**src/rtl/tkis_pkg.sv**
```systemverilog
// Shared types and constants for the top-k index selector.
// Depends on nothing; imported by tkis_store and top_k_index_select.
`timescale 1ns / 1ps
`default_nettype none

package tkis_pkg;

  localparam int VALUE_W = 32;
  localparam int POS_W   = 6;
  localparam int CNT_W   = 7;

  // one kept list entry
  typedef struct packed {
    logic signed [VALUE_W-1:0] value;
    logic [POS_W-1:0]          position;
  } entry_t;

  // memory port enables
  typedef struct packed {
    logic wr_en;
    logic rd_en;
  } store_req_t;

  typedef enum logic [1:0] {
    ST_IDLE,
    ST_SCAN,
    ST_PLACE,
    ST_REPORT
  } state_t;

endpackage

`default_nettype wire

```
**src/rtl/top_k_index_select.sv**
```systemverilog
// An item is written straight to the head when the list is empty and is not stored when it
// is past MAX_ITEMS; otherwise the insertion walks the list from its tail, one entry per
// cycle through the single memory read port.
// Report: after the set_end item, min(pick_count, kept) positions follow one per cycle,
// each read in ST_REPORT and shown with result_valid from the registered read data.
// Reset clears control and counters and sets pick_count to 1; the list memory is not cleared.
`timescale 1ns / 1ps
`default_nettype none

module top_k_index_select
  import tkis_pkg::*;
#(
  parameter int MAX_ITEMS = 64
) (
  input  wire logic                      clk,
  input  wire logic                      rst,
  input  wire logic                      cfg_we,
  input  wire logic [CNT_W-1:0]          cfg_wdata,
  input  wire logic                      start,
  input  wire logic signed [VALUE_W-1:0] value,
  input  wire logic                      set_end,
  output logic                           busy,
  output logic                           result_valid,
  output logic [POS_W-1:0]               position,
  output logic                           run_end
);

  localparam int AW = (MAX_ITEMS > 1) ? $clog2(MAX_ITEMS) : 1;
  localparam logic [CNT_W-1:0] MAX_CNT = CNT_W'(MAX_ITEMS);

  state_t           state;
  state_t           state_next;
  logic [CNT_W-1:0] pick_count;
  logic [CNT_W-1:0] kept_count;
  logic [CNT_W-1:0] arrival_count;
  logic [CNT_W-1:0] rpt_idx;
  logic [AW-1:0]    cur;
  logic             last_flag;
  entry_t           key;

  store_req_t       req;
  logic [AW-1:0]    wr_addr;
  entry_t           wr_data;
  logic [AW-1:0]    rd_addr;
  entry_t           rd_data;
  logic             shift;

  logic             accept;
  logic             accept_ins;
  logic             kept_empty;
  logic [CNT_W-1:0] rpt_count;
  logic             rpt_last;
  entry_t           in_entry;

  assign busy       = (state != ST_IDLE);
  assign accept     = start && !busy;
  assign accept_ins = accept && (arrival_count < MAX_CNT);
  assign kept_empty = (kept_count == '0);
  assign in_entry   = '{value: value, position: arrival_count[POS_W-1:0]};
  assign rpt_count  = (pick_count < kept_count) ? pick_count : kept_count;
  assign rpt_last   = ((rpt_idx + CNT_W'(1)) == rpt_count);
  assign position   = rd_data.position;

  // list memory
  tkis_store #(
    .DEPTH(MAX_ITEMS)
  ) u_store (
    .clk       (clk),
    .req       (req),
    .wr_addr   (wr_addr),
    .wr_data   (wr_data),
    .rd_addr   (rd_addr),
    .key_value (key.value),
    .rd_data   (rd_data),
    .shift     (shift)
  );

  // next state
  always_comb begin
    state_next = state;
    case (state)
      ST_IDLE: begin
        if (accept) begin
          if (accept_ins && !kept_empty) begin
            state_next = ST_SCAN;
          end else if (set_end) begin
            state_next = ST_REPORT;
          end
        end
      end
      ST_SCAN: begin
        if (shift) begin
          if (cur == '0) begin
            state_next = ST_PLACE;
          end
        end else begin
          state_next = last_flag ? ST_REPORT : ST_IDLE;
        end
      end
      ST_PLACE: begin
        state_next = last_flag ? ST_REPORT : ST_IDLE;
      end
      ST_REPORT: begin
        if (rpt_count == '0 || rpt_last) begin
          state_next = ST_IDLE;
        end
      end
      default: state_next = ST_IDLE;
    endcase
  end

  // memory controls
  always_comb begin
    req     = '0;
    wr_addr = '0;
    wr_data = key;
    rd_addr = '0;
    case (state)
      ST_IDLE: begin
        wr_data = in_entry;
        if (accept_ins) begin
          if (kept_empty) begin
            req.wr_en = 1'b1;
          end else begin
            req.rd_en = 1'b1;
            rd_addr   = AW'(kept_count - CNT_W'(1));
          end
        end
      end
      ST_SCAN: begin
        req.wr_en = 1'b1;
        wr_addr   = cur + AW'(1);
        if (shift) begin
          wr_data = rd_data;
          if (cur != '0) begin
            req.rd_en = 1'b1;
            rd_addr   = cur - AW'(1);
          end
        end
      end
      ST_PLACE: begin
        req.wr_en = 1'b1;
      end
      ST_REPORT: begin
        if (rpt_count != '0) begin
          req.rd_en = 1'b1;
          rd_addr   = rpt_idx[AW-1:0];
        end
      end
      default: begin
        req = '0;
      end
    endcase
  end

  // state and counters
  always_ff @(posedge clk) begin
    if (rst) begin
      state         <= ST_IDLE;
      pick_count    <= CNT_W'(1);
      kept_count    <= '0;
      arrival_count <= '0;
      rpt_idx       <= '0;
      result_valid  <= 1'b0;
      run_end       <= 1'b0;
    end else begin
      state        <= state_next;
      result_valid <= 1'b0;
      run_end      <= 1'b0;
      if (cfg_we) begin
        pick_count <= cfg_wdata;
      end
      case (state)
        ST_IDLE: begin
          if (accept_ins) begin
            arrival_count <= arrival_count + CNT_W'(1);
            if (kept_empty) begin
              kept_count <= CNT_W'(1);
            end
          end
        end
        ST_SCAN: begin
          if (!shift) begin
            kept_count <= kept_count + CNT_W'(1);
          end
        end
        ST_PLACE: begin
          kept_count <= kept_count + CNT_W'(1);
        end
        ST_REPORT: begin
          if (rpt_count == '0) begin
            kept_count    <= '0;
            arrival_count <= '0;
            rpt_idx       <= '0;
          end else begin
            result_valid <= 1'b1;
            run_end      <= rpt_last;
            if (rpt_last) begin
              kept_count    <= '0;
              arrival_count <= '0;
              rpt_idx       <= '0;
            end else begin
              rpt_idx <= rpt_idx + CNT_W'(1);
            end
          end
        end
        default: begin
          rpt_idx <= '0;
        end
      endcase
    end
  end

  // item payload and scan pointer
  always_ff @(posedge clk) begin
    if (accept) begin
      key       <= in_entry;
      last_flag <= set_end;
      cur       <= AW'(kept_count - CNT_W'(1));
    end else if (state == ST_SCAN && shift && cur != '0) begin
      cur <= cur - AW'(1);
    end
  end

`ifndef ASSERT_OFF
  a_result_from_report: assert property (@(posedge clk) disable iff (rst)
    result_valid |-> $past(state) == ST_REPORT)
    else $error("result shown outside a report");

  a_run_end_strobe: assert property (@(posedge clk) disable iff (rst)
    run_end |-> result_valid)
    else $error("run_end without result strobe");

  a_kept_le_arrival: assert property (@(posedge clk) disable iff (rst)
    kept_count <= arrival_count && arrival_count <= MAX_CNT)
    else $error("list count exceeds arrivals or capacity");

  a_scan_in_list: assert property (@(posedge clk) disable iff (rst)
    state == ST_SCAN |-> CNT_W'(cur) < kept_count)
    else $error("scan pointer outside kept list");

  a_report_clears: assert property (@(posedge clk) disable iff (rst)
    (state == ST_REPORT && state_next == ST_IDLE) |=> kept_count == '0)
    else $error("list not cleared after report");
`endif

endmodule

`default_nettype wire

```
**src/rtl/tkis_store.sv**
```systemverilog
// Sorted list storage: one-write one-read memory with registered read data,
// plus the ordering compare of the read entry against the item being inserted.
// Depends on tkis_pkg.
`timescale 1ns / 1ps
`default_nettype none

module tkis_store
  import tkis_pkg::*;
#(
  parameter int DEPTH = 64,
  localparam int AW = (DEPTH > 1) ? $clog2(DEPTH) : 1
) (
  input  wire logic                      clk,
  input  wire store_req_t                req,
  input  wire logic [AW-1:0]             wr_addr,
  input  wire entry_t                    wr_data,
  input  wire logic [AW-1:0]             rd_addr,
  input  wire logic signed [VALUE_W-1:0] key_value,
  output entry_t                         rd_data,
  output logic                           shift
);

  entry_t mem [DEPTH];

  // write port
  always_ff @(posedge clk) begin
    if (req.wr_en) begin
      mem[wr_addr] <= wr_data;
    end
  end

  // read port, registered read data
  always_ff @(posedge clk) begin
    if (req.rd_en) begin
      rd_data <= mem[rd_addr];
    end
  end

  // stored entry strictly below the new value moves one slot toward the tail
  assign shift = $signed(rd_data.value) < $signed(key_value);

endmodule

`default_nettype wire
```
**config.mk**
```make
export PLATFORM = sky130hd
export DESIGN_NAME = top_k_index_select
export DESIGN_NICKNAME = d
export VERILOG_FILES = /design/src/rtl/tkis_pkg.sv /design/src/rtl/top_k_index_select.sv /design/src/rtl/tkis_store.sv
export SDC_FILE = /design/constraint.sdc
export NUM_CORES = 2
export LEC_CHECK = 0
export BUFFER_PORTS_ARGS = -buffer_cell sky130_fd_sc_hd__buf_4
export CORE_MARGIN = 3
export CORE_UTILIZATION = 45
export CTS_BUF_LIST = sky130_fd_sc_hd__clkbuf_16
export CTS_CLUSTER_SIZE = 16
export DETAILED_ROUTE_END_ITERATION = 7
export SLEW_MARGIN = 10
export SYNTH_ARGS = -nofsm -noshare
export SYNTH_HDL_FRONTEND = slang
export SYNTH_SLANG_ARGS = --single-unit
```
**constraint.sdc**
```tcl
create_clock -name clk -period 6.1 [get_ports clk]
set_clock_uncertainty 0.05 [all_clocks]
set_input_delay 0 -clock clk [delete_from_list [all_inputs] [get_ports clk]]
set_output_delay 0 -clock clk [all_outputs]
set_load 0.05 [all_outputs]
```
# --- Yosys cells after proc, flatten, opt, wreduce, memory -nomap -nowiden ---
# Memories as Yosys holds them, arrays and structs flattened. A register that Yosys moved wholly into a read port is not among the register bits.
# Cells that the tools add are included.
classes:
  addsub: 6
  magnitude_cmp: 3
  n_eq_ne: 12
  n_mux: 41
  n_bitwise: 1
  n_reduce_logical: 23
ops:
  columns: ["cell", "count"]
  rows:
  - ["one-hot mux 38 bit (2 select lines)", 1]
  - ["2-to-1 mux 7 bit", 9]
  - ["2-to-1 mux 6 bit", 8]
  - ["2-to-1 mux 38 bit", 1]
  - ["less-than comparator 32 bit", 1]
  - ["one-hot mux 7 bit (4 select lines)", 1]
  - ["adder 7 x 1 -> 7 bit, second input constant", 3]
  - ["one-hot mux 6 bit (3 select lines)", 1]
  - ["2-to-1 mux 2 bit", 8]
  - ["zero test 7 bit", 2]
  - ["one-hot mux 7 bit (2 select lines)", 1]
  - ["subtractor 6 x 1 -> 6 bit, second input constant", 2]
  - ["!= test 2 bit, second input constant", 5]
  - ["!= test 3 bit, second input constant", 3]
  - ["2-to-1 mux 1 bit", 8]
  - ["one-hot mux 2 bit (4 select lines)", 1]
  - ["AND reduction 4 bit", 2]
  - ["equality test 7 bit", 1]
  - ["less-than comparator 7 bit", 1]
  - ["less-than comparator 7 bit, second input constant", 1]
  - ["nonzero test 7 bit", 1]
  - ["adder 6 x 1 -> 6 bit, second input constant", 1]
  - ["zero test 6 bit", 1]
  - ["nonzero test 2 bit", 3]
  - ["13 further kinds", 20]
word_totals:
  regBits: 77
  ram_bits: 2432
  in_bits: 44
  output_inout_bits: 9
  elab_cells: 98
  n_memories: 1
mem_list:
  columns: ["name", "words", "word_bits", "rd", "rd_clocked_by_memory_dff", "write_ports", "line_no", "source"]
  rows:
  - ["u_store.mem", 64, 38, 1, 1, 1, "tkis_store.sv:23", "entry_t mem [DEPTH];"]

# --- Depth between registers and ports, before layout ---
depth:
  ltp_word: 8
  mapped_depth: 19
  depth_no_buf: 13

# --- Cells and area by module ---
# From an unflattened synthesis, not the netlist that was laid out.
hier_totals:
  cells_unflattened: 4626
  hier_area_um2: 99395.3
modules_own_cells:
  columns: ["mod", "instances", "cells_each", "area_per_inst_um2", "seq_area_each_um2"]
  rows:
  - ["tkis_store", 1, 4063, 94230.4, 74171.1]
  - ["top_k_index_select", 1, 563, 5165.0, 1991.9]

# --- Worst setup path after synthesis ---
# OpenSTA, ideal clock, no wires.
synth_timing:
  path_type: "register -> register"
  start: "register, netlist name u_store.rd_data[37]"
  end: "memory u_store.mem[0][0] (netlist name), data pin"
  setup_ns: 0.702
  arrival_ns: 4.631
  setup_slack_ns: 0.717
  stages_incl_launch_ff: 9
  path_buffers: 1
  period_less_slack_ns: 5.383
  path_cell_list: "edfxtp_1 > ha_1 > nand4_1 > or4_1 > a21oi_2 > o32a_1 > buf_4 > mux2i_1 > o21ai_0"
synth_rtl:
  columns: ["element", "line_no"]
  rows:
  - ["end, declared", "tkis_store.sv:23"]

# --- Final worst setup path ---
layout_timing:
  start: "register, netlist name u_store.rd_data[29]"
  end: "register, netlist name u_store.rd_data[4]"
layout_between:
  elab_chain_len: 3
layout_rtl:
  columns: ["element", "line_no", "source"]
  rows:
  - ["less-than comparator 32 bit (*)", "tkis_store.sv:40", "assign shift = $signed(rd_data.value) < $signed(key_value);"]
  - ["2-to-1 mux 6 bit / 2-to-1 mux 1 bit (equally long branches)", "top_k_index_select.sv:133", "if (shift) begin"]
  - ["one-hot mux 6 bit (3 select lines) / one-hot mux 1 bit (3 select lines) (equally long branches)", "top_k_index_select.sv:118", "case (state)"]
# Mark *: on every way between the ends. The rest lies on a longest branch, timed or not.
# A chain may end at the register's enable or synchronous reset.

==> results.json <==
{
  "ys_seq_area_frac": 0.7481,
  "cp_top_family": "compound AO/OA/AOI/OAI gates",
  "p_total_w": 0.06502,
  "critPathKind": "flip-flop to flip-flop",
  "gr-total-overflow": 0,
  "hold_viol_final": 0,
  "grt_pass1_wl_mm": 462.8,
  "synthCells": 7533,
  "hold_depth": 6,
  "drive_gt1_frac": 0.1141,
  "cts.sinks": 2547,
  "clk_path_buf_depth": 4,
  "yosysWarningCount": 0,
  "synth_top_area_cell": "edfxtp_1",
  "viasPerCell": 6.078,
  "synth_cell_types": 75,
  "syn2layout_area_growth_pct": 15.08,
  "setup_ws_ps": 98.71,
  "hpwl_mm": 187.3,
  "min_from": "start",
  "first_iter_violations": 9524,
  "place_ws_ps": 449.8,
  "cp.depth": 14,
  "required_ps": 6730,
  "crit_path_start_kind": "flip-flop",
  "worstSkewPairLatency_ps": 950,
  "rows": 173,
  "fin_crit_ps": 6001,
  "p_per_area_nw_per_um2": 555.0,
  "synth_edf_count": 2515,
  "tightest_slew_ps": 1400,
  "reg2reg_to": "u_store.rd_data[4]",
  "yosys.area.top_type_share": 0.7418,
  "grt.total_usage": 0.2772,
  "cts_resized": 0,
  "initial_core_util": 0.4553,
  "cp_max_fo": 171,
  "holdBufCountCts": 97,
  "min_path_type": "primary input to flip-flop",
  "end_kind": "flip-flop",
  "vias": 66670,
  "cts_tree": "yes",
  "synthTopCellsByArea": "edfxtp_1 (74%), nand2_1 (7.0%), a21oi_1 (3.2%), nand3_1 (2.6%), mux2i_1 (2.0%)",
  "status": "finished, violations left",
  "crit_chain": "ha_1, a21oi_1, o21ai_0, a221oi_1, o21ai_0, o32a_1, buf_4, o221a_4, buf_12, a21oi_1, nand2_1, nand3_1, nand4_1, o32a_1",
  "routed_wl_mm": 326.8,
  "die_h_um": 481.6,
  "cp_slowest_cell": "nand4_1",
  "ant_nets": 0,
  "min_period_over_period": 0.9838,
  "grt_pass1_vias": 63000,
  "fin_area_um2": 117200,
  "synth-async-reset-ratio": 0,
  "critPathBufInv": 2,
  "numCtsBuffers": 279,
  "ios": 53,
  "worstPathArrival_ps": 6630,
  "synth_nets": 7627,
  "avgRoutedWirePerCell_um": 29.79,
  "port-buffer-count": 52,
  "r2r_slack_ps": 100,
  "hold-path-endpoint": "state[1]",
  "grt_max_degree": 172,
  "placed_area_um2": 107800,
  "cpPeakStageDelay_ps": 810,
  "layout_commonest_cell": "edfxtp_1",
  "path_clk_slew_ps": 60,
  "clockRootBuffer": "clkbuf_16",
  "leakagePower_nw": 38.60,
  "max_cap_violations": 0,
  "nNetsFinal": 7894,
  "failed_checks": "design-rule violations",
  "antenna_found_initial": 18,
  "nFillCells": 18340,
  "whs_ps": 119.8,
  "core_area_um2": 223600,
  "gp_congestion": 0.9795,
  "dieWidth_um": 481.6,
  "r2r_cells": 14,
  "synth_area_um2": 101800,
  "maxSlewViolCount": 0,
  "rsz0062_at_grt": "false",
  "drcViolationCount": 14,
  "fmax_mhz": 166.6,
  "layout_common_cells": "edfxtp_1 (2515), nand2_1 (1886), a21oi_1 (657)",
  "post_cts_buffers": 0,
  "setup_viol": 0,
  "firstDrtPassIters": 8,
  "postSynth.topFlopCell": "edfxtp_1",
  "htree_levels": 5,
  "dieArea_um2": 232000,
  "vdd_drop_max_v": 0.0004850,
  "syn_avg_cell_area_um2": 13.51,
  "ys_ff_latch": 2547,
  "finalSetupTns_ps": 0,
  "max-slew-margin-rel": 0.06434,
  "r2r-start": "u_store.rd_data[29]"
}
## registers in the layout, indices dropped and copies added, names as in the netlist
signal / count
key: 38
u_store.mem: 2432
rpt_idx: 7
result_valid: 1
kept_count: 7
run_end: 1
cur: 6
arrival_count: 7
u_store.rd_data: 38
state: 2
pick_count: 7
last_flag: 1
## where the power goes
part | internal, W | leakage [nW] | switching (W) | total [W]
combinational | 0.00578 | 11.2 | 0.0183 | 0.0241
clock | 0.00912 | 4.36 | 0.00669 | 0.0158
sequential | 0.0248 | 23.0 | 0.000399 | 0.0251
## cell usage after synthesis, types with 32 or more instances
master        n
nand2_1    1887
nand3_1     520
a22oi_1      58
buf_1        73
nor2_1      137
ha_1         50
a32oi_1      37
inv_1       118
a21oi_1     657
o32a_1       36
edfxtp_1   2515
buf_2       151
clkbuf_1    236
or3b_2       40
mux2i_1     208
nand4_1     122
nor3_1       65
o2111ai_1    37
a221oi_1     48
o22a_1       35
a31oi_1     115
o311ai_0     39
dfxtp_1      32
o21ai_0      64
nor4_1       46
## logic make-up after synthesis
group                      count (synthesis)  share of synthesized area
DFF                                     2547                     0.7481
muxes                                    213                    0.02100
xor gates and xnor gates                  30                   0.002581
buffers and inverters                    603                    0.02512
AOI/OAI and AO/OA                       1219                    0.07577
adders and majority gates                 50                   0.006145
and+or+nand+nor                         2871                     0.1212
## cell type report
| type | instances | area (µm²) | area share |
|---|---|---|---|
| timing repair buffer | 470 | 4513 | 0.03852 |
| tap | 2975 | 3722 | 0.03177 |
| sequential | 2547 | 76160 | 0.6501 |
| clock inverter | 182 | 1222 | 0.01043 |
| inverter | 119 | 446.7 | 0.003813 |
| multi-input combinational | 4383 | 23930 | 0.2043 |
| clock buffer | 285 | 7132 | 0.06088 |
| antenna | 8 | 20.02 | 0.0001709 |
## metal layers
layer / GRT usage / vias up / routed length (µm)
li1: - / 28680 / -
met1: 0.3778 / 33510 / 127000
met2: 0.4123 / 3813 / 144000
met3: 0.07924 / 667 / 38860
met4: 0.1279 / 8 / 16790
met5: 0.001657 / - / 92
## through the flow
stage | utilization | instances
final | 0.5239 | 10970
after global routing | 0.5239 | 10960
after CTS | 0.5239 | 10960
after detailed placement | 0.4821 | 10400
after global placement | 0.4819 | 10400
after floorplan | - | 7533
## worst max path at each step
stage | startpoint | end | slack (ps)
4_1_cts | u_store.rd_data[29] | u_store.rd_data[12] | 410
5_1_grt | u_store.rd_data[29] | u_store.rd_data[12] | 190
3_5_place_dp | u_store.rd_data[29] | u_store.rd_data[4] | 450
3_3_place_gp | kept_count[4] | u_store.rd_data[12] | 410
2_1_floorplan | u_store.rd_data[37] | u_store.mem[0][0] | 720
6_report | u_store.rd_data[29] | u_store.rd_data[4] | 100
## worst register-to-register path, cell delays in order (launching register included)
cell and delay, ps:
edfxtp_1 430, ha_1 340, a21oi_1 150, o21ai_0 130, a221oi_1 480, o21ai_0 260
o32a_1 480, buf_4 270, o221a_4 530, buf_12 360, a21oi_1 530, nand2_1 70
nand3_1 140, nand4_1 810, o32a_1 700
(Power assumes the default switching activity.)
